## src/ppp_pkg.sv

```systemverilog
// ----------------------------------------------------------------------------
// ppp_pkg
// Shared widths and codes for the perspective point projection core.
// ----------------------------------------------------------------------------
package ppp_pkg;

	localparam int DATA_W    = 32;              // Q format word
	localparam int PROD_W    = 2 * DATA_W;      // exact product / row accumulator
	localparam int DIG_W     = 8;               // multiplier digit
	localparam int NDIG      = DATA_W / DIG_W;  // digits per operand
	localparam int DIG_CNT_W = $clog2(NDIG);
	localparam int SIZE_W    = 15;              // display size register
	localparam int NUM_W     = DATA_W + 1 + SIZE_W + 1; // scaled numerator, signed
	localparam int NENT      = 12;
	localparam int IDX_W     = 4;
	localparam int CFG_IDX_W = 2;

	localparam logic [CFG_IDX_W-1:0] REG_DISPLAY_WIDTH  = 2'd0;
	localparam logic [CFG_IDX_W-1:0] REG_DISPLAY_HEIGHT = 2'd1;

	localparam logic MODE_LOAD    = 1'b0;
	localparam logic MODE_PROJECT = 1'b1;

	localparam logic [SIZE_W-1:0] WIDTH_RESET  = 15'd1920;
	localparam logic [SIZE_W-1:0] HEIGHT_RESET = 15'd1080;

	// first matrix entry of each row, in the order the rows are summed
	localparam logic [IDX_W-1:0] BASE_W = 4'd8;
	localparam logic [IDX_W-1:0] BASE_X = 4'd0;
	localparam logic [IDX_W-1:0] BASE_Y = 4'd4;
	localparam logic [IDX_W-1:0] M33_IDX = 4'd11;

	localparam logic signed [DATA_W-1:0] SAT_MAX = {1'b0, {(DATA_W-1){1'b1}}};
	localparam logic signed [DATA_W-1:0] SAT_MIN = {1'b1, {(DATA_W-1){1'b0}}};

endpackage

```

## src/perspective_point_projection_core.sv

```systemverilog
// ----------------------------------------------------------------------------
// perspective_point_projection_core
// World-to-screen projection with rows 0, 1 and 3 of a 4x4 view matrix.
// ----------------------------------------------------------------------------
// A load item writes one matrix entry; the core stays idle. A project item
// sums the W, X and Y rows in turn and is rejected after the W row when m33
// is zero or W is below threshold. Each row sum runs its three products
// through one digit-serial multiplier (four 8-bit digits plus start and
// finish). Each screen axis then scales by the display size and divides by
// W in a radix-2 divider. Items are handled one at a time; a finished result
// waits in the output register while the next item is accepted.
module perspective_point_projection_core #(
	parameter int FRAC_BITS = 16
) (
	input  logic                                      clk,
	input  logic                                      arst_n,
	input  logic                                      in_valid,
	output logic                                      in_ready,
	input  logic                                      mode,
	input  logic [ppp_pkg::IDX_W-1:0]                 entry_index,
	input  logic signed [ppp_pkg::DATA_W-1:0]         entry_value,
	input  logic signed [ppp_pkg::DATA_W-1:0]         point_x,
	input  logic signed [ppp_pkg::DATA_W-1:0]         point_y,
	input  logic signed [ppp_pkg::DATA_W-1:0]         point_z,
	output logic                                      out_valid,
	input  logic                                      out_ready,
	output logic signed [ppp_pkg::DATA_W-1:0]         screen_x,
	output logic signed [ppp_pkg::DATA_W-1:0]         screen_y,
	output logic                                      result_valid,
	input  logic                                      cfg_valid,
	output logic                                      cfg_ready,
	input  logic [ppp_pkg::CFG_IDX_W-1:0]             cfg_index,
	input  logic [ppp_pkg::SIZE_W-1:0]                cfg_data
);
	import ppp_pkg::*;

	localparam logic signed [DATA_W-1:0] W_THRESH =
		DATA_W'(((64'd1 << FRAC_BITS) + 64'd50) / 64'd100);

	localparam logic [3:0] S_IDLE   = 4'd0;
	localparam logic [3:0] S_RINIT  = 4'd1;
	localparam logic [3:0] S_MSTART = 4'd2;
	localparam logic [3:0] S_MWAIT  = 4'd3;
	localparam logic [3:0] S_ROW    = 4'd4;
	localparam logic [3:0] S_SCALE  = 4'd5;
	localparam logic [3:0] S_DSTART = 4'd6;
	localparam logic [3:0] S_DWAIT  = 4'd7;
	localparam logic [3:0] S_DONE   = 4'd8;

	localparam logic [1:0] ROW_W = 2'd0;
	localparam logic [1:0] ROW_X = 2'd1;
	localparam logic [1:0] ROW_Y = 2'd2;

	logic [3:0]                state_q;
	logic [1:0]                row_q;
	logic [1:0]                col_q;
	logic                      axis_q;
	logic signed [DATA_W-1:0]  m_q [NENT];
	logic [SIZE_W-1:0]         width_q;
	logic [SIZE_W-1:0]         height_q;
	logic signed [DATA_W-1:0]  px_q, py_q, pz_q;
	logic signed [PROD_W-1:0]  acc_q;
	logic signed [DATA_W-1:0]  w_q, sx_q, sy_q, rx_q;
	logic signed [NUM_W-1:0]   num_q;
	logic                      out_valid_q;
	logic signed [DATA_W-1:0]  screen_x_q, screen_y_q;
	logic                      result_valid_q;
	logic signed [DATA_W-1:0]  res_x_q, res_y_q;
	logic                      res_ok_q;

	logic [IDX_W-1:0]          base;
	logic [IDX_W-1:0]          rd_idx;
	logic signed [DATA_W-1:0]  rd_val;
	logic signed [DATA_W-1:0]  pt_sel;
	logic signed [DATA_W-1:0]  row_sat;
	logic signed [DATA_W:0]    sum_sel;
	logic signed [SIZE_W:0]    size_sel;
	logic                      mac_start;
	logic                      mac_done;
	logic signed [PROD_W-1:0]  mac_prod;
	logic                      div_start;
	logic                      div_done;
	logic signed [DATA_W-1:0]  div_quo;
	logic                      in_acc;
	logic                      out_free;

	assign in_ready  = (state_q == S_IDLE);
	assign in_acc    = in_valid & in_ready;
	assign cfg_ready = 1'b1;
	assign out_free  = ~out_valid_q | out_ready;

	always_comb begin
		unique case (row_q)
			ROW_W:   base = BASE_W;
			ROW_X:   base = BASE_X;
			default: base = BASE_Y;
		endcase
	end

	assign rd_idx = base + ((state_q == S_RINIT) ? IDX_W'(3) : IDX_W'(col_q));
	assign rd_val = m_q[rd_idx];

	always_comb begin
		unique case (col_q)
			2'd0:    pt_sel = px_q;
			2'd1:    pt_sel = py_q;
			default: pt_sel = pz_q;
		endcase
	end

	// clamp the row sum to a word
	always_comb begin
		if (acc_q > PROD_W'(SAT_MAX)) begin
			row_sat = SAT_MAX;
		end else if (acc_q < PROD_W'(SAT_MIN)) begin
			row_sat = SAT_MIN;
		end else begin
			row_sat = acc_q[DATA_W-1:0];
		end
	end

	assign sum_sel  = axis_q ? ((DATA_W+1)'(w_q) - (DATA_W+1)'(sy_q))
	                         : ((DATA_W+1)'(w_q) + (DATA_W+1)'(sx_q));
	assign size_sel = $signed({1'b0, axis_q ? height_q : width_q});

	assign mac_start = (state_q == S_MSTART);
	assign div_start = (state_q == S_DSTART);

	ppp_mac #(.FRAC_BITS(FRAC_BITS)) u_mac (
		.clk    (clk),
		.arst_n (arst_n),
		.start  (mac_start),
		.mult_a (rd_val),
		.mult_b (pt_sel),
		.done   (mac_done),
		.prod   (mac_prod)
	);

	ppp_div #(.SHIFT(FRAC_BITS - 1)) u_div (
		.clk    (clk),
		.arst_n (arst_n),
		.start  (div_start),
		.num    (num_q),
		.den    (w_q),
		.done   (div_done),
		.quo    (div_quo)
	);

	// matrix entries and display size
	always_ff @(posedge clk or negedge arst_n) begin
		if (!arst_n) begin
			for (int i = 0; i < NENT; i++) begin
				m_q[i] <= '0;
			end
			width_q  <= WIDTH_RESET;
			height_q <= HEIGHT_RESET;
		end else begin
			if (in_acc && mode == MODE_LOAD && entry_index < IDX_W'(NENT)) begin
				m_q[entry_index] <= entry_value;
			end
			if (cfg_valid && cfg_index == REG_DISPLAY_WIDTH) begin
				width_q <= cfg_data;
			end
			if (cfg_valid && cfg_index == REG_DISPLAY_HEIGHT) begin
				height_q <= cfg_data;
			end
		end
	end

	// sequencer
	always_ff @(posedge clk or negedge arst_n) begin
		if (!arst_n) begin
			state_q     <= S_IDLE;
			row_q       <= ROW_W;
			col_q       <= '0;
			axis_q      <= 1'b0;
			out_valid_q <= 1'b0;
		end else begin
			if (state_q == S_DONE && out_free) begin
				out_valid_q <= 1'b1;
			end else if (out_ready) begin
				out_valid_q <= 1'b0;
			end
			unique case (state_q)
				S_IDLE: begin
					if (in_acc && mode == MODE_PROJECT) begin
						row_q   <= ROW_W;
						state_q <= S_RINIT;
					end
				end
				S_RINIT: begin
					col_q   <= '0;
					state_q <= S_MSTART;
				end
				S_MSTART: begin
					state_q <= S_MWAIT;
				end
				S_MWAIT: begin
					if (mac_done) begin
						if (col_q == 2'd2) begin
							state_q <= S_ROW;
						end else begin
							col_q   <= col_q + 1'b1;
							state_q <= S_MSTART;
						end
					end
				end
				S_ROW: begin
					priority case (row_q)
						ROW_W: begin
							if (m_q[M33_IDX] == '0 || row_sat < W_THRESH) begin
								state_q <= S_DONE;
							end else begin
								row_q   <= ROW_X;
								state_q <= S_RINIT;
							end
						end
						ROW_X: begin
							row_q   <= ROW_Y;
							state_q <= S_RINIT;
						end
						default: begin
							axis_q  <= 1'b0;
							state_q <= S_SCALE;
						end
					endcase
				end
				S_SCALE: begin
					state_q <= S_DSTART;
				end
				S_DSTART: begin
					state_q <= S_DWAIT;
				end
				S_DWAIT: begin
					if (div_done) begin
						if (axis_q) begin
							state_q <= S_DONE;
						end else begin
							axis_q  <= 1'b1;
							state_q <= S_SCALE;
						end
					end
				end
				S_DONE: begin
					// hold until the output register is free
					if (out_free) begin
						state_q <= S_IDLE;
					end
				end
				default: begin
					state_q <= S_IDLE;
				end
			endcase
		end
	end

	// datapath registers
	always_ff @(posedge clk) begin
		if (in_acc) begin
			px_q <= point_x;
			py_q <= point_y;
			pz_q <= point_z;
		end
		if (state_q == S_RINIT) begin
			acc_q <= PROD_W'(rd_val);
		end else if (state_q == S_MWAIT && mac_done) begin
			acc_q <= acc_q + mac_prod;
		end
		if (state_q == S_ROW) begin
			unique case (row_q)
				ROW_W: begin
					w_q      <= row_sat;
					res_ok_q <= 1'b0;
					res_x_q  <= '0;
					res_y_q  <= '0;
				end
				ROW_X:   sx_q <= row_sat;
				default: sy_q <= row_sat;
			endcase
		end
		if (state_q == S_SCALE) begin
			num_q <= sum_sel * size_sel;
		end
		if (state_q == S_DWAIT && div_done) begin
			if (axis_q) begin
				res_x_q  <= rx_q;
				res_y_q  <= div_quo;
				res_ok_q <= 1'b1;
			end else begin
				rx_q <= div_quo;
			end
		end
		if (state_q == S_DONE && out_free) begin
			screen_x_q     <= res_x_q;
			screen_y_q     <= res_y_q;
			result_valid_q <= res_ok_q;
		end
	end

	assign out_valid    = out_valid_q;
	assign screen_x     = screen_x_q;
	assign screen_y     = screen_y_q;
	assign result_valid = result_valid_q;

endmodule

```

## src/ppp_mac.sv

```systemverilog
// ----------------------------------------------------------------------------
// ppp_mac
// Digit-serial signed multiplier: one 8-bit digit of the point per cycle.
// ----------------------------------------------------------------------------
module ppp_mac #(
	parameter int FRAC_BITS = 16
) (
	input  logic                                clk,
	input  logic                                arst_n,
	input  logic                                start,
	input  logic signed [ppp_pkg::DATA_W-1:0]   mult_a,
	input  logic signed [ppp_pkg::DATA_W-1:0]   mult_b,
	output logic                                done,
	output logic signed [ppp_pkg::PROD_W-1:0]   prod
);
	import ppp_pkg::*;

	logic signed [DATA_W-1:0]      a_q;
	logic [DATA_W-1:0]             b_q;
	logic signed [PROD_W-1:0]      acc_q;
	logic [DIG_CNT_W-1:0]          dig_q;
	logic                          busy_q;
	logic                          done_q;
	logic                          last;
	logic signed [DIG_W:0]         digit;
	logic signed [DATA_W+DIG_W:0]  part;
	logic signed [PROD_W-1:0]      part_ext;

	assign last     = (dig_q == DIG_CNT_W'(NDIG - 1));
	// top digit carries the sign, the others are unsigned
	assign digit    = {last & b_q[DIG_W-1], b_q[DIG_W-1:0]};
	assign part     = a_q * digit;
	assign part_ext = PROD_W'(part);

	always_ff @(posedge clk or negedge arst_n) begin
		if (!arst_n) begin
			busy_q <= 1'b0;
			done_q <= 1'b0;
			dig_q  <= '0;
		end else begin
			done_q <= busy_q & last;
			if (start) begin
				busy_q <= 1'b1;
				dig_q  <= '0;
			end else if (busy_q) begin
				dig_q <= dig_q + 1'b1;
				if (last) begin
					busy_q <= 1'b0;
				end
			end
		end
	end

	always_ff @(posedge clk) begin
		if (start) begin
			a_q   <= mult_a;
			b_q   <= mult_b;
			acc_q <= '0;
		end else if (busy_q) begin
			acc_q <= acc_q + (part_ext <<< (int'(dig_q) * DIG_W));
			b_q   <= b_q >> DIG_W;
		end
	end

	assign done = done_q;
	// floor shift of the exact product
	assign prod = acc_q >>> FRAC_BITS;

endmodule

```

## src/ppp_div.sv

```systemverilog
// ----------------------------------------------------------------------------
// ppp_div
// Restoring divider, one quotient bit per cycle: num * 2^SHIFT / den,
// truncated toward zero and saturated to a signed word.
// ----------------------------------------------------------------------------
module ppp_div #(
	parameter int SHIFT = 15
) (
	input  logic                               clk,
	input  logic                               arst_n,
	input  logic                               start,
	input  logic signed [ppp_pkg::NUM_W-1:0]   num,
	input  logic [ppp_pkg::DATA_W-1:0]         den,
	output logic                               done,
	output logic signed [ppp_pkg::DATA_W-1:0]  quo
);
	import ppp_pkg::*;

	localparam int AW    = NUM_W - 1;
	localparam int NW    = AW + SHIFT;
	localparam int HW    = NW - DATA_W;
	localparam int CNT_W = $clog2(DATA_W + 1);

	logic [NUM_W-1:0]    mag;
	logic [NW-1:0]       nshift;
	logic [HW-1:0]       hi;
	logic                ovf;
	logic [DATA_W-1:0]   rem_q;
	logic [DATA_W-1:0]   sh_q;
	logic [DATA_W-1:0]   den_q;
	logic                neg_q;
	logic                ovf_q;
	logic [CNT_W-1:0]    cnt_q;
	logic                busy_q;
	logic                done_q;
	logic [DATA_W:0]     cur;
	logic [DATA_W:0]     diff;
	logic                ge;

	assign mag    = num[NUM_W-1] ? (~num + 1'b1) : num;
	assign nshift = {mag[AW-1:0], {SHIFT{1'b0}}};
	assign hi     = nshift[NW-1:DATA_W];
	// quotient would need more than a word: saturate
	assign ovf    = (NW'(hi) >= NW'(den));

	assign cur  = {rem_q, sh_q[DATA_W-1]};
	assign diff = cur - {1'b0, den_q};
	assign ge   = (cur >= {1'b0, den_q});

	always_ff @(posedge clk or negedge arst_n) begin
		if (!arst_n) begin
			busy_q <= 1'b0;
			done_q <= 1'b0;
			cnt_q  <= '0;
		end else begin
			done_q <= 1'b0;
			if (start) begin
				busy_q <= 1'b1;
				cnt_q  <= CNT_W'(DATA_W);
			end else if (busy_q) begin
				cnt_q <= cnt_q - 1'b1;
				if (cnt_q == CNT_W'(1)) begin
					busy_q <= 1'b0;
					done_q <= 1'b1;
				end
			end
		end
	end

	always_ff @(posedge clk) begin
		if (start) begin
			rem_q <= DATA_W'(hi);
			sh_q  <= nshift[DATA_W-1:0];
			den_q <= den;
			neg_q <= num[NUM_W-1];
			ovf_q <= ovf;
		end else if (busy_q) begin
			rem_q <= ge ? diff[DATA_W-1:0] : cur[DATA_W-1:0];
			sh_q  <= {sh_q[DATA_W-2:0], ge};
		end
	end

	always_comb begin
		if (ovf_q) begin
			quo = neg_q ? SAT_MIN : SAT_MAX;
		end else if (neg_q) begin
			quo = (sh_q[DATA_W-1] && (|sh_q[DATA_W-2:0])) ? SAT_MIN : -$signed(sh_q);
		end else begin
			quo = sh_q[DATA_W-1] ? SAT_MAX : $signed(sh_q);
		end
	end

	assign done = done_q;

endmodule

```

## config.mk

```make
export PLATFORM = sky130hd
export DESIGN_NAME = perspective_point_projection_core
export DESIGN_NICKNAME = d
export VERILOG_FILES = /design/src/ppp_pkg.sv /design/src/perspective_point_projection_core.sv /design/src/ppp_mac.sv /design/src/ppp_div.sv
export SDC_FILE = /design/constraint.sdc
export NUM_CORES = 2
export LEC_CHECK = 0
export BUFFER_PORTS_ARGS = -buffer_cell sky130_fd_sc_hd__buf_2
export CAP_MARGIN = 20
export CORE_MARGIN = 2
export CORE_UTILIZATION = 40
export DETAILED_ROUTE_END_ITERATION = 8
export PLACE_DENSITY_LB_ADDON = 0.08
export SLEW_MARGIN = 10
export SYNTH_ARGS = -nofsm -noshare
export SYNTH_HDL_FRONTEND = slang
export SYNTH_SLANG_ARGS = --single-unit
```

## constraint.sdc

```tcl
create_clock -name clk -period 15.8 [get_ports clk]
set_input_delay 1.58 -clock clk [delete_from_list [all_inputs] [get_ports clk]]
set_output_delay 1.58 -clock clk [all_outputs]
set_load 0.1 [all_outputs]
```

* Yosys cells after proc, flatten, opt, wreduce, memory -nomap -nowiden
Cells that the tools add are included.
** Cells by class
- Bitwise gates (word level) :: 11
- $mul :: 2
- Eq/ne operators :: 22
- Order comparisons :: 9
- Reduce and logical (&&, ||, !) cells :: 33
- Shifts and indexed selects :: 1
- $add $sub $neg :: 11
- Multiplexer cells :: 74
** Operator list (number)
- $mux 32 :: 22
- $bwmux 384 :: 1
- $bmux 32 s4 :: 1
- $demux 32 s4 :: 1
- $mux 64 :: 2
- $mux 31 :: 3
- $add 64x48->64 :: 1
- $add 64x64->64 :: 1
- $gt 64x32->1 const B :: 1
- $lt 64x32->1 const B :: 1
- $pmux 32 s2 :: 1
- $sshl 41x5->64 :: 1
- $mul 33x16->49 :: 1
- $add 48x1->48 const B :: 1
- $mux 48 :: 1
- $not 48->48 :: 1
- $mul 32x9->41 :: 1
- $pmux 4 s9 :: 1
- $add 32x32->33 :: 1
- $ge 33x32->1 :: 1
- $mux 33 :: 1
- $sub 32x32->33 :: 1
- $ge 31x32->1 :: 1
- $logic_not 32->1 :: 1
- other kinds (43) :: 115
** Word-level totals
- Input bits :: 155
- Logic and storage cells :: 213
- Register bits after elaboration :: 1129
- Output and inout port bits :: 68

* Longest topological paths before layout
- Depth after elaboration :: 8
- Gate-level depth with buffers :: 44

* Cells and area by module
Synthesis repeated with hierarchy kept, for this count alone.
** Second synthesis, totals
- Cell total of the unflattened synthesis :: 8520
- Area total of the unflattened synthesis :: 86933.4 um^2
** Modules (own cells, without submodules)
- perspective_point_projection_core :: area an instance 58941.5 um^2, cells each 5394, seq. area each 23993.0 um^2, times used 1
- ppp_mac :: area an instance 19059.5 um^2, cells each 2103, seq. area each 3303.2 um^2, times used 1
- ppp_div :: area an instance 8932.3 um^2, cells each 1023, seq. area each 2982.9 um^2, times used 1

* Worst setup path before layout
No wires, ideal clock.
- Path type :: reg2reg
- Start point :: register axis_q
- End point :: register num_q[47], data pin
- Setup slack :: 4868 ps
- Buffers on the path :: 7
- Stages on the path, launching flop included :: 42
- Arrival time :: 10669 ps
- Data required time :: 15536 ps
- Cell sequence :: dfrtp_1 clkbuf_1 buf_1 clkbuf_1 clkbuf_1 buf_1 nand2_1 o21ai_0 ha_1 inv_1 fa_1 a21o_1 a21oi_1 o21bai_1 a2111oi_0 o31ai_1 a311oi_1 nor2_1 [6 not listed] inv_1 fa_1 clkbuf_1 xnor2_1 xnor2_1 fa_1 fa_1 inv_1 fa_1 inv_1 ha_1 a21o_1 a21oi_1 nor2_1 a21oi_1 o21ai_0 a221oi_1 xnor2_1
** On the way
- Cells in the longest elaborated chain, start to end :: 2
** RTL lines
- start: declaration :: line perspective_point_projection_core.sv:57 : logic axis_q;
- start signal: assignment :: line perspective_point_projection_core.sv:176 : axis_q <= 1'b0;
- start signal: assignment :: line perspective_point_projection_core.sv:223 : axis_q <= 1'b0;
- start signal: assignment :: line perspective_point_projection_core.sv:239 : axis_q <= 1'b1;
- $mux 33 / $mux 15 (equally long branches) :: line perspective_point_projection_core.sv:122, perspective_point_projection_core.sv:124
- $mul 33x16->49 * :: line perspective_point_projection_core.sv:282 : num_q <= sum_sel * size_sel;
- end signal: assignment :: line perspective_point_projection_core.sv:282
- end: declaration :: line perspective_point_projection_core.sv:64 : logic signed [NUM_W-1:0] num_q;
Every way passes the cells marked *; elsewhere a longest branch is shown, timed or not.
A chain may end at the register's enable or synchronous reset.

* Final worst setup path
- Start point :: register sx_q[4]
- End point :: register num_q[47], data pin
** On the way
- Cells in the longest elaborated chain, start to end :: 3
** RTL lines
- start: declaration :: line perspective_point_projection_core.sv:63 : logic signed [DATA_W-1:0] w_q, sx_q, sy_q, rx_q;
- start signal: assignment :: line perspective_point_projection_core.sv:277 : ROW_X: sx_q <= row_sat;
- $add 32x32->33 :: line perspective_point_projection_core.sv:123 : : ((DATA_W+1)'(w_q) + (DATA_W+1)'(sx_q));
- $mux 33 :: line perspective_point_projection_core.sv:122 : assign sum_sel = axis_q ? ((DATA_W+1)'(w_q) - (DATA_W+1)'(sy_q))
- $mul 33x16->49 :: line perspective_point_projection_core.sv:282
Every way passes these cells.

==> flow_summary.yaml <==
grt:
  grtUsageMet1_pct: 30.9
  grt_pass1_vias: 63800
  grt-busiest-layer: "met2"
  grt_use_total_pct: 22.9
  globalRouteMet3Util_pct: 2.66
  grt_max_degree: 99
  grtUsageMet2_pct: 38.8
  overflow: 0
  grt_first_pass_wirelength_um: 386000
  antenna_found_initial: 14
floorplanning:
  fp.dieH_um: 466
  num_rows: 169
  fp.dieW_um: 466
  fp.dieArea_um2: 217000
  io_pins: 223
  initial_core_util_pct: 40.2
  core-area_um2: 212000
sta:
  setup_viol: 0
  fin_skew_ns: 0.0569
  final.period_utilization_pct: 76.5
  worstMarginPinSlew_ns: 1.18
  drv_slew: 0
  fmax_mhz: 82.7
  rsz0062_at_grt: "no"
  period_needed_ns: 12.09
  final.setup.tns_ns: 0
  final.setup.worst_slack_ns: 3.71
  hold_violations: 0
  slew-limit-headroom_pct: 19.7
synthesis:
  ys_seq_area_share_pct: 35.5
  synthCells: 8391
  synth_edf_count: 548
  yosysTopAreaCell: "edfxtp_1"
  netlist_top_cells_area: "edfxtp_1, fa_1, dfrtp_1"
  yosys_warnings: 0
  synth_top_area_share_pct: 19.3
  synth-main-ff-cell: "edfxtp_1"
  avgSynthCellArea_um2: 10.2
  syn-cell-area_um2: 85300
  async_flop_share_pct: 38.6
  synth_seq_cells: 1129
  ys_types: 88
  synth_nets: 9673
cts:
  numCtsBuffers: 136
  clock-sinks: 1129
  clkTransAtPathRegs_ns: 0.06
  cts_tree: "yes"
  postCtsSetupRepairBufs: 0
  post_cts_resized: 0
  htreeDepth: 4
  clk-insertion-delay-late_ns: 0.80
  clock_path_buffers: 3
  root_buffer: "clkbuf_16"
  hold_buffers: 0
drt:
  drt_pass1_iterations: 9
  wire_per_inst_um: 21.5
  drc_errors: 28
  ant_nets: 0
  viasPerCell: 5.36
  drt_iter0_drc: 3815
  postRouteWirelength_um: 246000
  num_vias: 61100
setup_path:
  cpMaxStageDelayCell: "xor2_1"
  cp_max_fo: 9
  worst_setup_path_end_kind: "flip-flop"
  path_class: "reg -> reg"
  cp-start-kind: "flip-flop"
  required_ns: 16.32
  cpMostUsedCell: "fa_1"
  arrival_ns: 12.61
  max_stage_delay_ns: 0.84
final_layout:
  drive_above_1_share_pct: 13.4
  fin_cells: 11400
  fill_cells: 20400
  area_delta_synth_final_pct: 10.3
  mostFrequentLayoutCell: "nand2_1"
  fin_util_pct: 44.4
  final_cell_mix: "nand2_1, inv_1, fa_1, nor2_1, edfxtp_1"
  nets: 9746
place:
  io_buffers: 221
  place_ws_ns: 3.88
  place_congestion: 0.900
  place_inst: 11100
  dp_hpwl_um: 181000
worst_hold_path:
  hold_class: "reg -> reg"
job:
  max_cap_viol_count: 0
status:
  violations: "DRC"
  status: "finished with violations"
==> synth_stat cells (11+ instances only) <==
cell type  instances
xor2_1           139
or2_2             33
a31oi_1           77
ha_1             431
inv_1            873
nor3_1            93
nor2b_1           52
a21boi_0          15
a21oi_1          380
and2_1           168
a22oi_1           35
or3_1             39
nand2_1          967
mux2i_1          239
nor4_1            44
dfrtp_1          428
o21ai_1           11
o211ai_1          51
or4_1             13
clkbuf_1         358
o211a_1           11
nor2_1           607
nand4_1           56
fa_1             696
o21bai_1          52
and3_1            46
o21a_1            44
dfxtp_1          145
mux2_2           464
buf_1             53
o22ai_1           21
nand2b_1          49
a21o_1           173
xnor2_1          205
a211oi_1          47
o21ai_0          302
mux4_2            33
o31ai_1           48
edfxtp_1         548
nand3_1          174
==> per-stage QoR <==
stage	cell area, µm²	hold WS (ns)
after global placement	89500	0.409
after detailed placement	89600	0.411
after global routing	94100	0.431
after floorplan	85300	0.400
final	94100	0.424
after CTS	94000	0.425
==> path summary, 6_finish.rpt <==
| check | from | cells past startpoint | endpoint | slack [ns] |
|---|---|---|---|---|
| min in group asynchronous | arst_n | 1 | m_q[307] | 0.82 |
| max reg2reg | sx_q[4] | 38 | num_q[47] | 3.71 |
| max in group asynchronous | arst_n | 3 | height_q[12] | 12.67 |
| max | sx_q[4] | 38 | num_q[47] | 3.71 |
| min | res_y_q[21] | 0 | screen_y[21] | 0.42 |
| min reg2reg | res_y_q[21] | 0 | screen_y[21] | 0.42 |
==> critical path: cells and delay by family (launching register included) <==
family	cells	cell delay (ns)
buffers and inverters	3	0.15
XOR/XNOR	2	0.94
AND/OR/NAND/NOR	7	2.22
AO/OA/AOI/OAI	18	4.42
adder cells (fa/ha/maj)	8	3.71
flip-flops	1	0.42
==> routing by layer <==
metal	wire length, µm	vias up
met2	119000	1214
met1	110000	30900
met5	36	-
li1	-	28700
met4	6760	6
met3	9170	307
==> area by class of cell <==
cell class              count  area, µm²  share of cell area (%)
diodes                      3       7.51                 0.00798
clock buffers             190       3740                    3.97
clock inverters            61        716                   0.761
inverters                 877       3300                    3.50
multi-input cells        5972      50400                    53.6
flip-flops and latches   1129      30300                    32.2
well taps                2821       3530                    3.75
repair buffers            348       2100                    2.24
==> flip-flops by register name, indices dropped and copies added (netlist names), 49 cells and up <==
name / flops
u_mac.acc_q: 64
acc_q: 64
num_q: 49
m_q: 384
==> kinds of logic (layout without fill, tap and decap cells) <==
kind of cell | after synthesis | after routing | share of synthesized area (%)
AND/OR/NAND/NOR | 2384 | 2384 | 12.6
AO/OA/AOI/OAI | 1377 | 1377 | 10.2
buffers and inverters | 1290 | 1476 | 5.68
adder cells (fa/ha/maj) | 1130 | 1130 | 22.7
flip-flops | 1129 | 1129 | 35.5
multiplexers | 736 | 736 | 9.80
XOR/XNOR | 344 | 344 | 3.53
other | 1 | 4 | 0.00440
Power is not shown: default switching activity piles up to over one toggle a cycle in this logic, so the estimate is an artifact.
